<file path="src/rtl/vagdec_pkg.sv">
// ----------------------------------------------------------------------------
// vagdec_pkg
// Types, constants and predictor coefficients for the VAG ADPCM decoder.
// ----------------------------------------------------------------------------
`default_nettype none

package vagdec_pkg;

  typedef struct packed {
    logic [7:0] stream_byte;
    logic       channel;
    logic       end_of_call;
  } in_t;

  typedef struct packed {
    logic signed [15:0] sample;
    logic               sample_channel;
    logic               last_of_pair;
  } out_t;

  // work handed from the frame parser to the sample datapath
  typedef struct packed {
    logic [7:0] data;
    logic       channel;
    logic       decode;
    logic       clear;
    logic [2:0] pred;
    logic [3:0] shift;
  } job_t;

  localparam logic [3:0] POS_HEADER = 4'd0;
  localparam logic [3:0] POS_FLAGS  = 4'd1;
  localparam logic [3:0] FRAME_LAST = 4'd15;
  localparam logic [3:0] MAX_SHIFT  = 4'd12;
  localparam logic [7:0] HALT_FLAG  = 8'h07;
  localparam logic [3:0] NUM_PRED   = 4'd5;

  localparam logic signed [25:0] SAT_MAX = 26'sd32767;
  localparam logic signed [25:0] SAT_MIN = -26'sd32768;

  function automatic logic signed [7:0] coef_a(input logic [2:0] p);
    logic signed [7:0] c;
    case (p)
      3'd1:    c = 8'sd60;
      3'd2:    c = 8'sd115;
      3'd3:    c = 8'sd98;
      3'd4:    c = 8'sd122;
      default: c = 8'sd0;
    endcase
    return c;
  endfunction

  function automatic logic signed [7:0] coef_b(input logic [2:0] p);
    logic signed [7:0] c;
    case (p)
      3'd2:    c = 8'sd52;
      3'd3:    c = 8'sd55;
      3'd4:    c = 8'sd60;
      default: c = 8'sd0;
    endcase
    return c;
  endfunction

endpackage

`default_nettype wire

</file>
<file path="src/rtl/vagdec_fifo.sv">
// ----------------------------------------------------------------------------
// vagdec_fifo
// Small show-ahead register queue with full and empty flags.
// ----------------------------------------------------------------------------
`default_nettype none

module vagdec_fifo #(
  parameter int WIDTH = 8,
  parameter int DEPTH = 2
) (
  input  wire logic             clk,
  input  wire logic             rst_n,
  input  wire logic             wr_en,
  input  wire logic [WIDTH-1:0] wr_data,
  input  wire logic             rd_en,
  output logic      [WIDTH-1:0] rd_data,
  output logic                  full,
  output logic                  empty
);

  localparam int PW = (DEPTH > 1) ? $clog2(DEPTH) : 1;

  logic [WIDTH-1:0] mem_r [DEPTH];
  logic [PW-1:0]    wptr_r, wptr_nxt;
  logic [PW-1:0]    rptr_r, rptr_nxt;
  logic [PW:0]      cnt_r, cnt_nxt;
  logic             do_wr, do_rd;

  assign full    = (cnt_r == (PW+1)'(DEPTH));
  assign empty   = (cnt_r == '0);
  assign do_wr   = wr_en && !full;
  assign do_rd   = rd_en && !empty;
  assign rd_data = mem_r[rptr_r];

  always_comb begin
    wptr_nxt = wptr_r;
    rptr_nxt = rptr_r;
    cnt_nxt  = cnt_r;
    if (do_wr) begin
      wptr_nxt = (wptr_r == PW'(DEPTH-1)) ? '0 : wptr_r + 1'b1;
    end
    if (do_rd) begin
      rptr_nxt = (rptr_r == PW'(DEPTH-1)) ? '0 : rptr_r + 1'b1;
    end
    if (do_wr && !do_rd) begin
      cnt_nxt = cnt_r + 1'b1;
    end else if (do_rd && !do_wr) begin
      cnt_nxt = cnt_r - 1'b1;
    end
  end

  always_ff @(posedge clk) begin
    if (!rst_n) begin
      wptr_r <= '0;
      rptr_r <= '0;
      cnt_r  <= '0;
    end else begin
      wptr_r <= wptr_nxt;
      rptr_r <= rptr_nxt;
      cnt_r  <= cnt_nxt;
    end
  end

  always_ff @(posedge clk) begin
    if (do_wr) begin
      mem_r[wptr_r] <= wr_data;
    end
  end

endmodule

`default_nettype wire

</file>
<file path="src/rtl/vagdec_front.sv">
// ----------------------------------------------------------------------------
// vagdec_front
// Frame parser: tracks byte position, header, flags and halt; issues jobs.
// ----------------------------------------------------------------------------
`default_nettype none

module vagdec_front
  import vagdec_pkg::*;
(
  input  wire logic clk,
  input  wire logic rst_n,
  input  wire logic accept,
  input  wire in_t  item,
  output logic      job_valid,
  output job_t      job
);

  logic [3:0] pos_r, pos_nxt;
  logic [3:0] pred_r, pred_nxt;
  logic [3:0] shift_r, shift_nxt;
  logic [7:0] flags_r, flags_nxt;
  logic       halted_r, halted_nxt;
  logic       decode;
  logic       clear;
  logic [7:0] b;

  assign b = item.stream_byte;

  always_comb begin
    pos_nxt    = pos_r;
    pred_nxt   = pred_r;
    shift_nxt  = shift_r;
    flags_nxt  = flags_r;
    halted_nxt = halted_r;
    decode     = 1'b0;
    if (!halted_r) begin
      case (pos_r)
        POS_HEADER: begin
          shift_nxt = b[3:0];
          pred_nxt  = b[7:4];
          if (b[3:0] > MAX_SHIFT) begin
            halted_nxt = 1'b1;
          end
        end
        POS_FLAGS: begin
          flags_nxt = b;
          if (b == HALT_FLAG) begin
            halted_nxt = 1'b1;
          end
        end
        default: begin
          decode = (pred_r < NUM_PRED);
        end
      endcase
      if (!halted_nxt) begin
        pos_nxt = (pos_r == FRAME_LAST) ? POS_HEADER : pos_r + 1'b1;
      end
    end
    clear = item.end_of_call && flags_nxt[0];
    if (item.end_of_call) begin
      pos_nxt    = POS_HEADER;
      flags_nxt  = '0;
      halted_nxt = 1'b0;
    end
  end

  assign job_valid   = decode || clear;
  assign job.data    = b;
  assign job.channel = item.channel;
  assign job.decode  = decode;
  assign job.clear   = clear;
  assign job.pred    = pred_r[2:0];
  assign job.shift   = shift_r;

  always_ff @(posedge clk) begin
    if (!rst_n) begin
      pos_r    <= '0;
      pred_r   <= '0;
      shift_r  <= '0;
      flags_r  <= '0;
      halted_r <= 1'b0;
    end else if (accept) begin
      pos_r    <= pos_nxt;
      pred_r   <= pred_nxt;
      shift_r  <= shift_nxt;
      flags_r  <= flags_nxt;
      halted_r <= halted_nxt;
    end
  end

endmodule

`default_nettype wire

</file>
<file path="src/rtl/vagdec_back.sv">
// ----------------------------------------------------------------------------
// vagdec_back
// Sample datapath: one nibble per cycle, unless the job queue is empty or the
// result queue is full, through the predictor filter, saturation and per-channel history update.
// ----------------------------------------------------------------------------
`default_nettype none

module vagdec_back
  import vagdec_pkg::*;
#(
  parameter int NUM_CHANNELS = 2
) (
  input  wire logic clk,
  input  wire logic rst_n,
  input  wire logic job_empty,
  input  wire job_t job,
  output logic      job_pop,
  input  wire logic res_full,
  output logic      res_push,
  output out_t      res
);

  localparam int CH_W = (NUM_CHANNELS > 1) ? $clog2(NUM_CHANNELS) : 1;

  logic signed [15:0] prev_r  [NUM_CHANNELS];
  logic signed [15:0] prev2_r [NUM_CHANNELS];
  logic               phase_r;

  logic [CH_W-1:0]    idx;
  logic               ch_out;
  logic [3:0]         nib;
  logic signed [15:0] s1, s2, base;
  logic signed [23:0] pa, pb;
  logic signed [24:0] pdiff;
  logic signed [25:0] sum;
  logic signed [15:0] sat;
  logic               step;

  assign idx    = (NUM_CHANNELS > 1) ? CH_W'(job.channel) : '0;
  assign ch_out = (NUM_CHANNELS > 1) ? job.channel : 1'b0;
  assign nib    = phase_r ? job.data[7:4] : job.data[3:0];
  assign s1     = prev_r[idx];
  assign s2     = prev2_r[idx];

  always_comb begin
    base  = $signed({nib, 12'b0}) >>> job.shift;
    pa    = s1 * coef_a(job.pred);
    pb    = s2 * coef_b(job.pred);
    pdiff = 25'(pa) - 25'(pb);
    sum   = 26'(base) + 26'(pdiff >>> 6);
    if (sum > SAT_MAX) begin
      sat = 16'sh7fff;
    end else if (sum < SAT_MIN) begin
      sat = -16'sh8000;
    end else begin
      sat = sum[15:0];
    end
  end

  assign step     = !job_empty && job.decode && !res_full;
  assign res_push = step;
  assign job_pop  = !job_empty && (!job.decode || (step && phase_r));

  assign res.sample         = sat;
  assign res.sample_channel = ch_out;
  assign res.last_of_pair   = phase_r;

  always_ff @(posedge clk) begin
    if (!rst_n) begin
      phase_r <= 1'b0;
      for (int i = 0; i < NUM_CHANNELS; i++) begin
        prev_r[i]  <= '0;
        prev2_r[i] <= '0;
      end
    end else begin
      if (step) begin
        phase_r <= !phase_r;
      end
      // end-of-call clear lands after the byte's last nibble
      if (job_pop && job.clear) begin
        prev_r[idx]  <= '0;
        prev2_r[idx] <= '0;
      end else if (step) begin
        prev_r[idx]  <= sat;
        prev2_r[idx] <= s1;
      end
    end
  end

endmodule

`default_nettype wire

</file>
<file path="src/rtl/vag_adpcm_decoder.sv">
// ----------------------------------------------------------------------------
// vag_adpcm_decoder
// VAG ADPCM stream decoder: frame parser, job queue, sample datapath and
// result queue.
// ----------------------------------------------------------------------------
//  channel | ports                       | transfer when
//  input   | in_push, in_full, in_data   | in_push && !in_full
//  result  | out_pop, out_empty, out_data| out_pop && !out_empty
//
//  Header, flag and skipped bytes carry no nibbles; a data byte is decoded
//  in the sample datapath one nibble at a time, low nibble first, the
//  filter loop running through the history registers.
//  Reset is synchronous and clears history, frame state and both queues.
//  in_full follows the job queue; out_empty follows the result queue; the
//  datapath stalls on its own while the result queue is full.
// ----------------------------------------------------------------------------
`default_nettype none

module vag_adpcm_decoder
  import vagdec_pkg::*;
#(
  parameter int NUM_CHANNELS = 2,
  parameter int JOB_DEPTH    = 2,
  parameter int OUT_DEPTH    = 4
) (
  input  wire logic clk,
  input  wire logic rst_n,
  input  wire logic in_push,
  output logic      in_full,
  input  wire in_t  in_data,
  output logic      out_empty,
  input  wire logic out_pop,
  output out_t      out_data
);

  logic in_accept;
  logic job_valid;
  job_t job_in, job_out;
  logic job_full, job_empty, job_pop;
  logic res_full, res_push;
  out_t res;

  assign in_full   = job_full;
  assign in_accept = in_push && !job_full;

  vagdec_front u_front (
    .clk       (clk),
    .rst_n     (rst_n),
    .accept    (in_accept),
    .item      (in_data),
    .job_valid (job_valid),
    .job       (job_in)
  );

  vagdec_fifo #(
    .WIDTH ($bits(job_t)),
    .DEPTH (JOB_DEPTH)
  ) u_job_q (
    .clk     (clk),
    .rst_n   (rst_n),
    .wr_en   (in_accept && job_valid),
    .wr_data (job_in),
    .rd_en   (job_pop),
    .rd_data (job_out),
    .full    (job_full),
    .empty   (job_empty)
  );

  vagdec_back #(
    .NUM_CHANNELS (NUM_CHANNELS)
  ) u_back (
    .clk       (clk),
    .rst_n     (rst_n),
    .job_empty (job_empty),
    .job       (job_out),
    .job_pop   (job_pop),
    .res_full  (res_full),
    .res_push  (res_push),
    .res       (res)
  );

  vagdec_fifo #(
    .WIDTH ($bits(out_t)),
    .DEPTH (OUT_DEPTH)
  ) u_out_q (
    .clk     (clk),
    .rst_n   (rst_n),
    .wr_en   (res_push),
    .wr_data (res),
    .rd_en   (out_pop),
    .rd_data (out_data),
    .full    (res_full),
    .empty   (out_empty)
  );

endmodule

`default_nettype wire

</file>
<file path="config.mk">
export PLATFORM = sky130hd
export DESIGN_NAME = vag_adpcm_decoder
export DESIGN_NICKNAME = d
export VERILOG_FILES = /design/src/rtl/vagdec_pkg.sv /design/src/rtl/vagdec_fifo.sv /design/src/rtl/vagdec_front.sv /design/src/rtl/vagdec_back.sv /design/src/rtl/vag_adpcm_decoder.sv
export SDC_FILE = /design/constraint.sdc
export NUM_CORES = 1
export LEC_CHECK = 0
export ABC_AREA = 1
export BUFFER_PORTS_ARGS = -buffer_cell sky130_fd_sc_hd__buf_4
export CORE_UTILIZATION = 35
export DETAILED_ROUTE_END_ITERATION = 10
export PLACE_DENSITY = 0.51
export SLEW_MARGIN = 10
export SYNTH_ARGS = -nofsm -noshare
export SYNTH_HDL_FRONTEND = slang
export SYNTH_HIERARCHICAL = 1
export SYNTH_SLANG_ARGS = --single-unit
export TNS_END_PERCENT = 100
</file>
<file path="constraint.sdc">
create_clock -name clk -period 8.08 [get_ports clk]
set_input_delay 0.808 -clock clk [delete_from_list [all_inputs] [get_ports clk]]
set_output_delay 0.808 -clock clk [all_outputs]
set_load 0.03 [all_outputs]
</file>
==> flow_summary_export.csv, run 1 <==
group,metric,value,unit
run_status,status,"finished with violations",
run_status,violations,"setup timing",
yosys,yosysTopAreaCellShare,29.0,%
floorplan,dieArea,51800,um2
grt,antenna_found_initial,0,
clock_network,numCtsBuffers,22,
sta,skew,0.0300,ns
min_path,holdCritPathClass,"reg -> reg",
placement,port_buffers,33,
grt,grt_max_degree,50,
routing,dr.pass1.iters,5,
clock_network,cts_root_buffer,"clkbuf_16",
setup_path,cp-end-kind,"flip-flop",
floorplan,pin_count,34,
yosys,synthesis.area,17800,um2
grt,track_usage,18.4,%
grt,overflow,0,
clock_network,cts_hold_buf,0,
yosys,synth.distinct_cells,54,
yosys,synth_edf_count,172,
clock_network,cts_buffer_depth,3,
grt,grt_pass1_wl,74.5,mm
yosys,yosys.area.top_type,"edfxtp_1",
setup_path,cp_max_fo,8,
yosys,synth_commonest_cells,"483 x inv_1, 343 x nand2_1, 236 x nor2_1",
finish,nets,2685,
run,cap_violations,0,
yosys,syn-num-nets,2324,
placement,gp_congestion,0.918,
setup_path,cp_slowest_cell,"fa_2",
sta,final.setup.worst_slack,-0.143,ns
setup_path,crit_arrival,8.48,ns
floorplan,die-width,228,um
setup_path,crit_path_max_incr_delay,0.59,ns
sta,hold_viol_final,0,
yosys,yosysSeqAreaShare,32.2,%
routing,ant_nets,0,
finish,diodes,0,
sta,relSlewSlack,59.5,%
floorplan,core-area,50200,um2
routing,drc_errors,0,
setup_path,startpoint_type,"flip-flop",
sta,min_period,8.22,ns
finish,n_fill_cell,4788,
clock_network,clk_latency,0.53,ns
floorplan,fp.dieH,228,um
placement,hpwl,34.5,mm
sta,fin_crit_sh,102,%
setup_path,criticalPathCategory,"reg -> reg",
yosys,synth_cells,2009,
setup_path,required,8.33,ns
routing,wirelength,46.0,mm
yosys,ys_warn_count,6,
sta,fin_hold_ws,0.452,ns
sta,tightest_slew,0.608,ns
sta,fmax,0.122,GHz
routing,post_drt_wl_per_cell,15.0,um
yosys,syn_avg_cell_area,8.87,um2
clock_network,cts.sinks,201,
clock_network,clk_transition_reported_paths,0.06,ns
grt,grt_pass1_vias,14300,
setup_path,crit_top_cell,"fa_1",
finish,area_delta_synth_final,32.2,%
yosys,synth_most_common_cell,"inv_1",
yosys,yosys-top-cells-area,"edfxtp_1 29%, fa_1 22%, inv_1 10%, ha_1 7.4%, nand2_1 7.2%",
sta,rsz0062_at_grt,"yes",
clock_network,cts_max_level,1,
finish,multiInputGateArea,11000,um2
yosys,synthFlopType,"edfxtp_1",
sta,slew_violations,0,
sta,setup_violations,74,
yosys,ys_seq_elements,201,
finish,ff_latch_area,5750,um2
routing,drtIter0Drc,739,
floorplan,start_util,35.5,%
yosys,async_flop_share,0,%
floorplan,rows,82,
routing,viasPerCell,4.53,
clock_network,cts_tree,"yes",
finish,layout-drive-gt1-share,31.1,%
routing,vias,13900,
## cell families after synthesis
family	after synthesis	synth area share (%)
AO/OA/AOI/OAI	197	6.07
XOR/XNOR	39	1.92
adder cells (fa/ha/maj)	301	29.4
buffers and inverters	552	12.8
flip-flops	201	32.2
multiplexers	20	1.46
AND/OR/NAND/NOR	699	16.1
## layout by cell type (no fill, tap or decap), types with 5 or more instances in the layout
cell type and instances:
nor2_1 192, clkbuf_1 7, ha_4 19, nand2_4 16
dfxtp_1 28, buf_6 27, edfxtp_1 172, nor2_2 31
nor3_2 6, o21ai_4 7, buf_12 17, buf_4 347
nand2_1 286, fa_1 170, inv_2 40, nand3_2 5
a21oi_4 9, o21ai_2 10, inv_1 444, o21ai_0 58
ha_1 83, o22ai_1 20, xnor2_1 13, nor2_4 19
o21ai_1 32, xor2_1 23, a21oi_2 21, a21oi_1 23
clkbuf_16 22, mux2_2 6, fa_2 26, nand4_1 6
mux2_4 12, nand2_2 58, nand3_1 61
## layout make-up
cell class | count | area share (%)
timing repair buffer | 396 | 14.4
clock inverter | 10 | 0.521
clock buffer | 30 | 2.51
inverter | 492 | 7.93
tap | 672 | 3.57
sequential | 201 | 24.4
multi-input combinational | 1257 | 46.7
## sequential cells by signal, indices dropped and copies added, names as in the netlist, 2 cells and up, named ones only
signal	count
u_out_q/mem_r	72
u_job_q/mem_r	36
u_back/prev2_r	32
u_back/prev_r	32
u_front/pos_r	4
u_front/pred_r	4
u_front/shift_r	4
u_out_q/cnt_r	3
u_job_q/cnt_r	2
u_out_q/rptr_r	2
u_out_q/wptr_r	2
## per-layer routing
layer | track usage, % | share of wire (%) | vias to the layer above
met5 | 0 | 0 | -
met4 | 3.51 | 1.8 | 0
met3 | 2.42 | 3.5 | 42
met2 | 31.7 | 49 | 197
met1 | 24.8 | 45 | 6750
li1 | - | - | 6879
## critical path, delay by kind of cell (launching register included)
kind                     cells  cell delay [ns]
AO/OA/AOI/OAI                3             0.35
flip-flops                   1             0.34
XOR/XNOR                     1             0.07
adder cells (fa/ha/maj)      8             3.65
buffers and inverters       12             1.27
multiplexers                 1             0.32
AND/OR/NAND/NOR             14             1.93
## worst paths after layout
kind / cells past startpoint / slack [ns] / end / from
worst max-delay path: 39 / -0.14 / u_out_q/mem_r[2][7] / flip-flop
worst min-delay path: 0 / 0.45 / u_job_q/mem_r[0][2] / u_front/shift_r[2]
worst max register to register: 39 / -0.14 / u_out_q/mem_r[2][7] / flip-flop
worst min register to register: 0 / 0.45 / u_job_q/mem_r[0][2] / u_front/shift_r[2]
## stage by stage
step	utilization, %	cell area [um2]	setup WS, ns	setup TNS, ns	std cells
2_1_floorplan	-	17800	0.0163	0	2009
3_3_place_gp	41.6	20900	-0.716	-62.11	2955
3_5_place_dp	41.6	20900	-0.755	-63.37	2955
4_1_cts	45.4	22800	-0.0810	-3.88	3039
5_1_grt	47.0	23600	-0.482	-38.60	3058
6_report	47.0	23600	-0.143	-7.86	3058
## repair_timing
action / in CTS / in global routing
pin swaps: 110 / 103
setup endpoints to repair: 96 / 96
cloned: 6 / 1
setup buffers: 38 / 21
resized for setup: 203 / 164
Power of run 1 is left out: the tool's default activity adds up to more than one toggle a clock period on the data nets, which glitch-free logic cannot reach.
==> inputs of run 2 (changes only) <==
- PLACE_DENSITY: 0.51 -> unset
- clock period: 8.08 -> 6.77 ns (I/O delays scaled with it)
==> flow_summary_export.csv, run 2 (same netlist as run 1, synthesis figures left out) <==
group,metric,value,unit
routing,ant_nets,0,
finish,reg_top3,"u_out_q/mem_r: 72 flops, u_job_q/mem_r: 36 flops",
sta,final.setup.worst_slack,-1.42,ns
clock_network,cts_tree,"yes",
sta,fmax,0.122,GHz
setup_path,timing.reg2reg.setup_slack,-1.42,ns
finish,n_fill_cell,4645,
grt,overflow,0,
min_path,holdCritPathClass,"in -> reg",
clock_network,numCtsBuffers,22,
grt,track_usage,17.9,%
setup_path,criticalPathCategory,"reg -> reg",
routing,drc_errors,0,
floorplan,dieArea,51800,um2
finish,final_cell_mix,"442 x inv_1, 324 x buf_4, 266 x nand2_1",
clock_network,clk_latency,0.51,ns
floorplan,die-width,228,um
finish,diodes,0,
placement,hpwl,34.7,mm
finish,final_common_cell,"inv_1",
finish,area_delta_synth_final,32.8,%
floorplan,fp.dieH,228,um
setup_path,cp_max_fo,7,
setup_path,crit_arrival,8.44,ns
clock_network,cts_root_buffer,"clkbuf_16",
sta,relSlewSlack,52.0,%
sta,setup_violations,96,
setup_path,cp_slowest_cell,"fa_1",
grt,grt_max_degree,50,
sta,slew_violations,0,
finish,ff_latch_area,5750,um2
grt,grt_pass1_wl,73.5,mm
routing,top_layer_used,"met4",
routing,post_drt_wl_per_cell,15.1,um
floorplan,pin_count,34,
run,cap_violations,0,
clock_network,clk_transition_reported_paths,0.06,ns
grt,antenna_found_initial,0,
placement,gp_congestion,0.908,
setup_path,crit_path_max_incr_delay,0.57,ns
sta,rsz0062_at_grt,"yes",
clock_network,cts_buffer_depth,3,
sta,skew,0.0101,ns
finish,largest_register_ffs,72,
routing,vias,14200,
run_status,violations,"setup timing",
sta,tightest_slew,0.720,ns
run_status,status,"finished with violations",
finish,regMostFlops,"u_out_q/mem_r",
routing,dr.pass1.iters,5,
placement,dp_cells,2940,
finish,layout-drive-gt1-share,31.8,%
clock_network,cts.sinks,201,
sta,fin_crit_sh,121,%
setup_path,required,7.01,ns
routing,routed-wl-met3,2.05,mm
routing,wirelength,45.9,mm
sta,hold_viol_final,0,
routing,wl_met1,19.9,mm
finish,final_cells,3033,
routing,viasPerCell,4.68,
placement,port_buffers,33,
finish,multiInputGateArea,11200,um2
floorplan,core-area,50200,um2
floorplan,start_util,35.5,%
finish,nets,2661,
setup_path,startpoint_type,"flip-flop",
routing,dr_wl_met2,23.1,mm
grt,grt_pass1_vias,14600,
floorplan,rows,82,
sta,min_period,8.19,ns
routing,drtIter0Drc,736,
clock_network,cts_max_level,1,
setup_path,cp-end-kind,"flip-flop",
[run 2: timing repair]
action,CTS,global route
endpoints found under the hold margin,0,0
endpoints found under the setup margin,96,96
buffers inserted,24,25
hold buffers,0,0
gates resized for setup,84,253
gates cloned,1,5
pin swaps,56,135
[run 2: cell type report]
class | instances | share of cell area, %
clock buffer | 26 | 2.48
sequential | 201 | 24.3
tap | 672 | 3.55
multi-input combinational | 1257 | 47.5
timing repair buffer | 372 | 13.5
clock inverter | 13 | 0.740
inverter | 492 | 7.95
[run 2: worst paths after layout]
kind	cells past startpoint	end	start
setup / recovery	40	u_back/prev_r[0][13]	flip-flop
hold / removal	1	u_job_q/mem_r[0][14]	in_data[6]
setup reg to reg	40	u_back/prev_r[0][13]	flip-flop
hold reg to reg	0	u_job_q/mem_r[1][2]	u_front/shift_r[2]
[run 2: per-layer routing]
layer | vias up | track usage [%]
met5 | - | 0
met4 | 0 | 3.36
met3 | 51 | 1.65
met2 | 336 | 31.5
met1 | 6981 | 23.9
li1 | 6834 | -
[run 2: worst max-delay path: cells and delay by family, from the launching register on]
| kind | cells | cell delay, ns |
|---|---|---|
| flip-flops | 1 | 0.33 |
| AND/OR/NAND/NOR | 13 | 1.28 |
| XOR/XNOR | 1 | 0.10 |
| adder cells (fa/ha/maj) | 8 | 3.78 |
| multiplexers | 1 | 0.32 |
| buffers and inverters | 12 | 1.30 |
| AO/OA/AOI/OAI | 5 | 0.81 |
[run 2: stage by stage]
stage | hold WS (ns) | util, % | TNS [ns] | area, um2 | setup WS, ns
floorplan | 0.420 | - | -73.45 | 18200 | -0.885
global placement | 0.435 | 42.0 | -163.33 | 21100 | -1.76
detailed placement | 0.447 | 42.0 | -168.45 | 21100 | -1.84
CTS | 0.345 | 44.6 | -128.39 | 22400 | -1.37
global route | 0.354 | 47.2 | -162.76 | 23700 | -1.75
finish | 0.365 | 47.2 | -131.36 | 23700 | -1.42
Power of run 2 is left out for the same reason.
